$ cat src/rtl/peer_table_with_aging_defines.svh
// Assertion macros for the peer table top level.
`ifndef PEER_TABLE_WITH_AGING_DEFINES_SVH
`define PEER_TABLE_WITH_AGING_DEFINES_SVH

// Same-cycle implication, sampled on clk, quiet while arst_n is low.
`define PTA_ASSERT_IMPL(label, ante, cons, msg) \
	label: assert property (@(posedge clk) disable iff (!arst_n) (ante) |-> (cons)) \
		else $error(msg);

// Next-cycle implication, sampled on clk, quiet while arst_n is low.
`define PTA_ASSERT_NEXT(label, ante, cons, msg) \
	label: assert property (@(posedge clk) disable iff (!arst_n) (ante) |=> (cons)) \
		else $error(msg);

`endif

$ cat src/rtl/pta_pkg.sv
// Types and constants shared by the peer table modules.
package pta_pkg;

	localparam int unsigned TABLE_DEPTH_DEF = 16;
	localparam logic [31:0] EXPIRY_RESET    = 32'd4000;

	// Register index, taken from paddr[2].
	localparam logic REG_OWN    = 1'b0;
	localparam logic REG_EXPIRY = 1'b1;

	typedef enum logic [1:0] {
		EV_NONE  = 2'd0,
		EV_LOST  = 2'd1,
		EV_FOUND = 2'd2,
		EV_FULL  = 2'd3
	} event_kind_t;

	typedef enum logic [1:0] {
		ST_IDLE,
		ST_SWEEP,
		ST_FINISH
	} state_t;

	typedef enum logic [1:0] {
		CELL_HOLD,
		CELL_DOWN,
		CELL_UP
	} cell_op_t;

	typedef struct packed {
		logic [31:0] addr;
		logic [31:0] heard;
	} entry_t;

	typedef struct packed {
		cell_op_t op;
		logic     wr_en;
	} pta_ctrl_t;

endpackage

$ cat src/rtl/peer_table_with_aging.sv
// Peer table with aging: top level with poll control, config registers and result stage.
//
// One input beat is a poll: s_tdata carries now_ms and sender_address, s_tuser says
// whether a received announcement came with it. The table lives in a row of cells,
// newest peer in cell 0. Once a poll is accepted the row rotates every entry once past
// the age compare at cell 0, one entry per cycle unless an expired head waits for a held
// lost beat to leave the result stage; ST_FINISH then closes the run, and it too can
// stall on m_tready. Expired peers are dropped from the row as they pass and reported as
// lost, newest first; a peer that matches the sender gets its heard time refreshed on
// the way through. An unknown sender (other than own_address) is then pushed in at
// cell 0 and reported as discovered, or reported as dropped when the table is full. A
// poll with no event gives one none beat. m_tlast marks the final beat of each poll.
// Write the config registers (own_address at 0x0, expiry_ms at 0x4) only while no poll
// is in flight.
module peer_table_with_aging #(
	parameter int unsigned TABLE_DEPTH = pta_pkg::TABLE_DEPTH_DEF
) (
	input  logic        clk,
	input  logic        arst_n,
	// input stream
	input  logic        s_tvalid,
	output logic        s_tready,
	input  logic [63:0] s_tdata,   // [31:0] now_ms, [63:32] sender_address
	input  logic        s_tuser,   // [0] mode
	// result stream
	output logic        m_tvalid,
	input  logic        m_tready,
	output logic [31:0] m_tdata,   // [31:0] peer_address
	output logic [1:0]  m_tuser,   // [1:0] event_kind
	output logic        m_tlast,   // last_of_run
	// config port
	input  logic        psel,
	input  logic        penable,
	input  logic        pwrite,
	input  logic [2:0]  paddr,
	input  logic [31:0] pwdata,
	output logic [31:0] prdata,
	output logic        pready
);

`include "peer_table_with_aging_defines.svh"

	localparam int unsigned CW   = $clog2(TABLE_DEPTH + 1);
	localparam int unsigned IDXW = (TABLE_DEPTH > 1) ? $clog2(TABLE_DEPTH) : 1;

	// config registers
	logic [31:0] own_q;
	logic [31:0] expiry_q;

	// control state
	pta_pkg::state_t state_q, state_d;
	logic [CW-1:0]   cnt_q;     // peers in the row
	logic [CW-1:0]   step_q;    // entries still to rotate in this sweep
	logic            found_q;
	logic            pend_v_q;
	logic            out_v_q;

	// latched poll
	logic            mode_q;
	logic [31:0]     now_q;
	logic [31:0]     sender_q;

	// one lost event held back until we know whether it closes the run
	logic [31:0]     pend_addr_q;

	// result stage
	pta_pkg::event_kind_t out_kind_q;
	logic [31:0]     out_addr_q;
	logic            out_last_q;

	// chain interface
	pta_pkg::pta_ctrl_t ctrl;
	pta_pkg::entry_t    head;
	pta_pkg::entry_t    bus;
	logic [IDXW-1:0]    wr_ptr;

	// datapath decisions
	logic        accept;
	logic        out_free;
	logic        expired;
	logic        match;
	logic        step_ok;
	logic        fin_ev;
	logic        has_room;
	logic        fin_done;
	logic [31:0] age;

	logic        step;
	logic        pend_ld;
	logic        pend_clr;
	logic        out_ld;
	logic        append;
	pta_pkg::event_kind_t out_kind_d;
	logic [31:0] out_addr_d;
	logic        out_last_d;

	assign accept   = s_tvalid && s_tready;
	assign out_free = !out_v_q || m_tready;
	assign age      = now_q - head.heard;
	assign expired  = age > expiry_q;
	assign match    = mode_q && (head.addr == sender_q);
	// an expired head with a lost event already pending must push that one out first
	assign step_ok  = !expired || !pend_v_q || out_free;
	assign fin_ev   = mode_q && !found_q && (sender_q != own_q);
	assign has_room = cnt_q < CW'(TABLE_DEPTH);
	assign fin_done = out_free && !(pend_v_q && fin_ev);
	// kept entries go back in at the tail of the live region
	assign wr_ptr   = IDXW'(cnt_q - CW'(1));

	// config port: writes land on the access cycle
	assign pready = 1'b1;
	assign prdata = (paddr[2] == pta_pkg::REG_EXPIRY) ? expiry_q : own_q;

	always_ff @(posedge clk or negedge arst_n) begin
		if (!arst_n) begin
			own_q    <= '0;
			expiry_q <= pta_pkg::EXPIRY_RESET;
		end else if (psel && penable && pwrite && pready) begin
			if (paddr[2] == pta_pkg::REG_EXPIRY) begin
				expiry_q <= pwdata;
			end else begin
				own_q <= pwdata;
			end
		end
	end

	// next state
	always_comb begin
		state_d = state_q;
		unique case (state_q)
			pta_pkg::ST_IDLE: begin
				if (accept) begin
					state_d = (cnt_q == '0) ? pta_pkg::ST_FINISH : pta_pkg::ST_SWEEP;
				end
			end
			pta_pkg::ST_SWEEP: begin
				if (step_ok && step_q == CW'(1)) begin
					state_d = pta_pkg::ST_FINISH;
				end
			end
			pta_pkg::ST_FINISH: begin
				if (fin_done) begin
					state_d = pta_pkg::ST_IDLE;
				end
			end
			default: state_d = pta_pkg::ST_IDLE;
		endcase
	end

	// outputs of the state machine
	always_comb begin
		s_tready   = 1'b0;
		ctrl.op    = pta_pkg::CELL_HOLD;
		ctrl.wr_en = 1'b0;
		bus.addr   = head.addr;
		bus.heard  = match ? now_q : head.heard;
		step       = 1'b0;
		pend_ld    = 1'b0;
		pend_clr   = 1'b0;
		out_ld     = 1'b0;
		append     = 1'b0;
		out_kind_d = pta_pkg::EV_LOST;
		out_addr_d = pend_addr_q;
		out_last_d = 1'b0;
		unique case (state_q)
			pta_pkg::ST_IDLE: begin
				s_tready = 1'b1;
			end
			pta_pkg::ST_SWEEP: begin
				if (step_ok) begin
					step       = 1'b1;
					ctrl.op    = pta_pkg::CELL_DOWN;
					ctrl.wr_en = !expired;
					if (expired) begin
						pend_ld = 1'b1;
						out_ld  = pend_v_q;
					end
				end
			end
			pta_pkg::ST_FINISH: begin
				bus.addr  = sender_q;
				bus.heard = now_q;
				if (out_free) begin
					if (pend_v_q) begin
						// pending lost beat closes the run unless a final event follows
						out_ld     = 1'b1;
						pend_clr   = 1'b1;
						out_last_d = !fin_ev;
					end else begin
						out_ld     = 1'b1;
						out_last_d = 1'b1;
						if (fin_ev) begin
							out_addr_d = sender_q;
							if (has_room) begin
								out_kind_d = pta_pkg::EV_FOUND;
								append     = 1'b1;
								ctrl.op    = pta_pkg::CELL_UP;
							end else begin
								out_kind_d = pta_pkg::EV_FULL;
							end
						end else begin
							out_kind_d = pta_pkg::EV_NONE;
							out_addr_d = '0;
						end
					end
				end
			end
			default: begin
				s_tready = 1'b0;
			end
		endcase
	end

	// control registers
	always_ff @(posedge clk or negedge arst_n) begin
		if (!arst_n) begin
			state_q  <= pta_pkg::ST_IDLE;
			cnt_q    <= '0;
			step_q   <= '0;
			found_q  <= 1'b0;
			pend_v_q <= 1'b0;
			out_v_q  <= 1'b0;
		end else begin
			state_q <= state_d;
			if (accept) begin
				step_q  <= cnt_q;
				found_q <= 1'b0;
			end
			if (step) begin
				step_q <= step_q - CW'(1);
				if (expired) begin
					cnt_q <= cnt_q - CW'(1);
				end else if (match) begin
					found_q <= 1'b1;
				end
			end
			if (append) begin
				cnt_q <= cnt_q + CW'(1);
			end
			if (pend_ld) begin
				pend_v_q <= 1'b1;
			end else if (pend_clr) begin
				pend_v_q <= 1'b0;
			end
			if (out_ld) begin
				out_v_q <= 1'b1;
			end else if (m_tready) begin
				out_v_q <= 1'b0;
			end
		end
	end

	// payload registers
	always_ff @(posedge clk) begin
		if (accept) begin
			mode_q   <= s_tuser;
			now_q    <= s_tdata[31:0];
			sender_q <= s_tdata[63:32];
		end
		if (pend_ld) begin
			pend_addr_q <= head.addr;
		end
		if (out_ld) begin
			out_kind_q <= out_kind_d;
			out_addr_q <= out_addr_d;
			out_last_q <= out_last_d;
		end
	end

	pta_chain #(
		.TABLE_DEPTH (TABLE_DEPTH)
	) u_chain (
		.clk    (clk),
		.ctrl   (ctrl),
		.wr_ptr (wr_ptr),
		.bus    (bus),
		.head   (head)
	);

	assign m_tvalid = out_v_q;
	assign m_tdata  = out_addr_q;
	assign m_tuser  = out_kind_q;
	assign m_tlast  = out_last_q;

	`PTA_ASSERT_IMPL(a_cnt_bound, 1'b1, cnt_q <= CW'(TABLE_DEPTH), "peer count past table depth")
	`PTA_ASSERT_IMPL(a_out_no_overrun, out_ld, out_free, "result beat overwritten before taken")
	`PTA_ASSERT_IMPL(a_accept_clean, accept, !pend_v_q, "poll accepted with lost beat pending")
	`PTA_ASSERT_NEXT(a_sweep_done, state_q == pta_pkg::ST_SWEEP && state_d == pta_pkg::ST_FINISH, step_q == '0, "sweep left entries unvisited")

endmodule

$ cat src/rtl/pta_cell.sv
// One table cell: holds a peer entry, takes a neighbor or the broadcast bus.
module pta_cell (
	input  logic              clk,
	input  pta_pkg::pta_ctrl_t ctrl,
	input  logic              sel,
	input  pta_pkg::entry_t   from_above,
	input  pta_pkg::entry_t   from_below,
	input  pta_pkg::entry_t   bus,
	output pta_pkg::entry_t   q
);

	pta_pkg::entry_t entry_q;

	always_ff @(posedge clk) begin
		if (ctrl.wr_en && sel) begin
			entry_q <= bus;
		end else begin
			case (ctrl.op)
				pta_pkg::CELL_DOWN: entry_q <= from_above;
				pta_pkg::CELL_UP:   entry_q <= from_below;
				default:            entry_q <= entry_q;
			endcase
		end
	end

	assign q = entry_q;

endmodule

$ cat src/rtl/pta_chain.sv
// Row of table cells; cell 0 is the head that the control examines.
module pta_chain #(
	parameter int unsigned TABLE_DEPTH = pta_pkg::TABLE_DEPTH_DEF,
	localparam int unsigned IDXW = (TABLE_DEPTH > 1) ? $clog2(TABLE_DEPTH) : 1
) (
	input  logic               clk,
	input  pta_pkg::pta_ctrl_t ctrl,
	input  logic [IDXW-1:0]    wr_ptr,
	input  pta_pkg::entry_t    bus,
	output pta_pkg::entry_t    head
);

	pta_pkg::entry_t q [TABLE_DEPTH];

	for (genvar i = 0; i < TABLE_DEPTH; i++) begin : g_cell
		pta_pkg::entry_t above;
		pta_pkg::entry_t below;

		if (i == TABLE_DEPTH - 1) begin : g_top
			assign above = bus;
		end else begin : g_mid
			assign above = q[i+1];
		end

		if (i == 0) begin : g_bot
			assign below = bus;
		end else begin : g_up
			assign below = q[i-1];
		end

		pta_cell u_cell (
			.clk        (clk),
			.ctrl       (ctrl),
			.sel        (wr_ptr == IDXW'(i)),
			.from_above (above),
			.from_below (below),
			.bus        (bus),
			.q          (q[i])
		);
	end

	assign head = q[0];

endmodule

$ cat config.mk
export PLATFORM = sky130hd
export DESIGN_NAME = peer_table_with_aging
export DESIGN_NICKNAME = d
export VERILOG_FILES = /design/src/rtl/pta_pkg.sv /design/src/rtl/peer_table_with_aging.sv /design/src/rtl/pta_cell.sv /design/src/rtl/pta_chain.sv
export VERILOG_INCLUDE_DIRS = /design/src /design/src/rtl
export SDC_FILE = /design/constraint.sdc
export NUM_CORES = 2
export LEC_CHECK = 0
export ABC_AREA = 1
export BUFFER_PORTS_ARGS = -buffer_cell sky130_fd_sc_hd__buf_4
export CORE_ASPECT_RATIO = 1.25
export CORE_MARGIN = 4
export CORE_UTILIZATION = 45
export CTS_CLUSTER_DIAMETER = 80
export CTS_CLUSTER_SIZE = 40
export DETAILED_ROUTE_END_ITERATION = 16
export PLACE_DENSITY = 0.64
export SLEW_MARGIN = 25
export SYNTH_ARGS = -nofsm -noshare
export SYNTH_HDL_FRONTEND = slang
export SYNTH_SLANG_ARGS = --single-unit
$ cat constraint.sdc
create_clock -name clk -period 6 [get_ports clk]
set_input_delay 0.6 -clock clk [delete_from_list [all_inputs] [get_ports clk]]
set_output_delay 0.6 -clock clk [all_outputs]
set_load 0.02 [all_outputs]
==> Flow_metrics.wiki <==
{| class="wikitable"
! Metric !! Value
|-
| Max-Slew Margin vs Limit || 33.8%
|-
| Deepest clock path buffer count || 3
|-
| Status || completed
|-
| Die W || 362 microns
|-
| Type of element launching the critical path || register
|-
| Critical-path cell with the highest stage delay || sky130_fd_sc_hd__edfxtp_1
|-
| Primary FF master, synth || sky130_fd_sc_hd__edfxtp_1
|-
| Initial core utilization || 45.2%
|-
| Number of I/O pins || 177
|-
| Proportion of layout cells with a drive suffix above 1 || 6.67%
|-
| Netlist Area Pre-Place || 70500 sq um
|-
| Placed cell areas || 74200 sq um
|-
| Clock tree skew after final layout || 0.0503 ns
|-
| Hold/Removal Path Class || input pin to register
|-
| Storage element area || 36700 sq um
|-
| Final HPWL DP || 139000 microns
|-
| Detailed Route Iter0 Violations || 4948
|-
| Final Hold Viols || 0
|-
| Clock tree from TritonCTS || built
|-
| Commonest cells post-synth || sky130_fd_sc_hd__nand2_1, sky130_fd_sc_hd__nand3_1, sky130_fd_sc_hd__inv_1
|-
| Worst Hold Endpoint || sender_q[7]
|-
| Setup Buffers After CTS || 0
|-
| Logic depth of the worst register-to-register path || 28
|-
| Floorplan die height || 450 microns
|-
| Number of placed instances with taps included || 10766
|-
| Number of antenna-violating nets in the routed design || 0
|-
| Most area-hungry cell type in the Yosys netlist || sky130_fd_sc_hd__edfxtp_1
|-
| Final routed DRC violation total || 0
|-
| Min cycle time layout || 5.52 ns
|-
| CTS Root Cell || sky130_fd_sc_hd__clkbuf_16
|-
| Startpoint of the most critical register-to-register path || now_q[2]
|-
| Highest ir drop seen on vdd || 0.285 mV
|-
| Total area of multi-input combinational cells || 26500 sq um
|-
| Placeable core region || 156000 sq um
|-
| Total of fill cells in the finished design || 15034
|-
| Number of antenna violations at the first check in global routing || 1
|-
| Largest stage delay on the critical path || 0.45 ns
|-
| Startpoint of the tightest hold check path || s_tdata[39]
|-
| Async set or reset register ratio after synthesis || 6.40%
|-
| Final setup violation count || 0
|-
| Synthesis-to-layout area growth || 8.69%
|-
| Average wire per cell in the routed design || 18.7 microns
|-
| Most used cell along the critical path || sky130_fd_sc_hd__nand2_1
|-
| Detailed-route via count || 58307
|-
| Syn Inst Count || 8969
|-
| Syn nets || 9151
|-
| Vias in the first global route || 58353
|-
| Fmax || 0.181 GHz
|-
| Number of clock buffers inserted by TritonCTS || 68
|-
| Overall routing resource usage || 24.2%
|-
| Final instance count without filler cells || 10892
|-
| Cell area after layout || 76600 sq um
|-
| Maximum number of pins on one net before global-route repair || 153
|-
| Worst-margin pin slew || 0.993 ns
|-
| Synth warnings || 0
|-
| Insertion delay of the later-clocked pin in the worst-skew pair || 0.72 ns
|-
| Wire length of the first global-routing pass || 319000 microns
|-
| Hold depth || 1
|-
| Power density normalized to cell area || 482 nW/um^2
|-
| Worst reg-to-reg setup slack || 0.48 ns
|-
| Number of sinks driven by the clock tree || 1235
|-
| Period Utilization, post-route || 92.1%
|-
| Site row count || 162
|-
| Die area || 163000 sq um
|-
| Count of maximum capacitance violations || 0
|-
| Share of Yosys cell area claimed by the top area cell type || 49.3%
|-
| CP Max Fanout || 41
|-
| Leakage power || 0.0357 uW
|-
| Final wirelength || 204000 microns
|-
| Total global routing overflow || 0
|-
| Number of detailed-routing iterations run before antenna repair || 6
|-
| Setup Crit Path Kind || register to register
|-
| Capturing element type of the critical path || register
|-
| Yosys reg bits || 1235
|-
| Overall power of the completed layout || 36900 uW
|-
| Routability congestion estimate || 0.877
|-
| H-Tree Depth || 3
|-
| Setup repair after global routing missed its margin || false
|-
| Number of enable flip-flop cells after synthesis || 1156
|-
| Yosys cell types || 49
|-
| Sequential fraction of the synthesis area || 52.1%
|-
| Most common cell in the netlist || sky130_fd_sc_hd__nand2_1
|-
| Vias per cell || 5.35
|-
| Arrival @ worst endpoint || 5.97 ns
|-
| Worst hold margin || 0.0493 ns
|-
| Required time at the worst-slack endpoint || 6.45 ns
|-
| Mean instance size in the synthesized netlist || 7.86 sq um
|-
| Synth area leaders || sky130_fd_sc_hd__edfxtp_1, sky130_fd_sc_hd__nand2_1, sky130_fd_sc_hd__nand3_1
|-
| Count of nets after finishing || 8971
|-
| Final Max Slew Viols || 0
|-
| Worst reg2reg path endpoint || u_chain.g_cell[8].u_cell.q[24]
|-
| Number of buffers inserted by port buffering || 173
|-
| Clock transition at the register clock pins on the worst setup and hold paths after CTS || 0.13 ns
|}
==> what timing repair did <==
item,4_1_cts,5_1_grt
endpoints found under the hold margin,28,0
hold buffers,3,0
gates resized for setup,0,0
==> per-stage QoR <==
stage / worst slack, ns / util, % / TNS (ns)
CTS: 0.412 / 49.1 / 0
detailed placement: 0.469 / 47.6 / 0
global route: 0.0110 / 49.1 / 0
global placement: 0.436 / 47.5 / 0
finish: 0.477 / 49.1 / 0
floorplan: -0.237 / - / -194.98
==> power breakdown <==
part           internal (uW)  leakage [uW]  switching, uW  total [uW]
sequential             14200        0.0116           1070       15300
clock                   2410       0.00115           3300        5710
combinational           4470        0.0230          11400       15900
==> placed cells by master, fill, tap and decap left out, drive strengths merged, types with 48 or more instances in the layout <==
cell / count
inv: 1263
nand2: 3300
nand3: 1934
a21oi: 48
o21ai: 293
nor2: 67
edfxtp: 1156
dfrtp: 73
ha: 74
buf: 377
clkbuf: 75
==> layout make-up <==
type                            instances  area share [%]
Timing Repair Buffer                  380            4.92
Clock buffer                           75            2.34
Tap cell                             2050            3.35
Multi-Input combinational cell       5867            34.6
Inverter                             1237            6.06
Clock inverter                         47           0.779
Antenna cell                            1         0.00327
Sequential cell                      1235            47.9
==> layer usage <==
layer  track usage [%]  vias to the layer above  routed length (microns)  part of all wire (%)
met5                 0                        -                        0                     0
met4              7.81                        0                     6120                   3.0
met3              1.67                      341                     6890                   3.4
met2              45.4                     1349                   110000                    54
met1              29.4                    28094                    80600                    40
li1                  -                    28523                        -                     -
==> state kept, by name (all words and copies together), names as in the netlist <==
register and flops:
u_chain.g_cell.u_cell.q 1024, expiry_q 32, m_tdata 32, now_q 32, own_q 32, pend_addr_q 32
sender_q 32, cnt_q 5, step_q 5, m_tuser 2, state_q 2, found_q 1
m_tlast 1, m_tvalid 1, mode_q 1, pend_v_q 1
==> logic make-up after synthesis <==
logic type,Yosys count,share of synthesized area (%)
AND/OR/NAND/NOR,5359,32.3
buffers and inverters,1867,10.8
adder cells (fa/ha/maj),75,1.34
XOR/XNOR,50,0.632
other,1,0.00532
AO/OA/AOI/OAI,382,2.85
flip-flops,1235,52.1
==> worst max-delay path: cells and delay by family (launching register included) <==
| kind | cells | cell delay [ns] |
|---|---|---|
| AOI/OAI and AO/OA | 7 | 1.40 |
| xor gates and xnor gates | 1 | 0.26 |
| adders and majority gates | 2 | 0.68 |
| buffers and inverters | 5 | 1.03 |
| DFF | 1 | 0.45 |
| and+or+nand+nor | 13 | 1.38 |
==> how the worst max path moves through the flow <==
| stage | start | to | slack (ns) | cells past startpoint |
|---|---|---|---|---|
| global placement | now_q[2] | u_chain.g_cell[8].u_cell.q[24] | 0.44 | 28 |
| global route | now_q[0] | u_chain.g_cell[8].u_cell.q[24] | 0.01 | 31 |
| detailed placement | now_q[2] | u_chain.g_cell[8].u_cell.q[24] | 0.47 | 28 |
| finish | now_q[2] | u_chain.g_cell[8].u_cell.q[24] | 0.48 | 28 |
| CTS | now_q[2] | u_chain.g_cell[8].u_cell.q[24] | 0.41 | 28 |
| floorplan | now_q[0] | u_chain.g_cell[10].u_cell.q[0] | -0.24 | 30 |
Power figures use the tool's default switching activity.
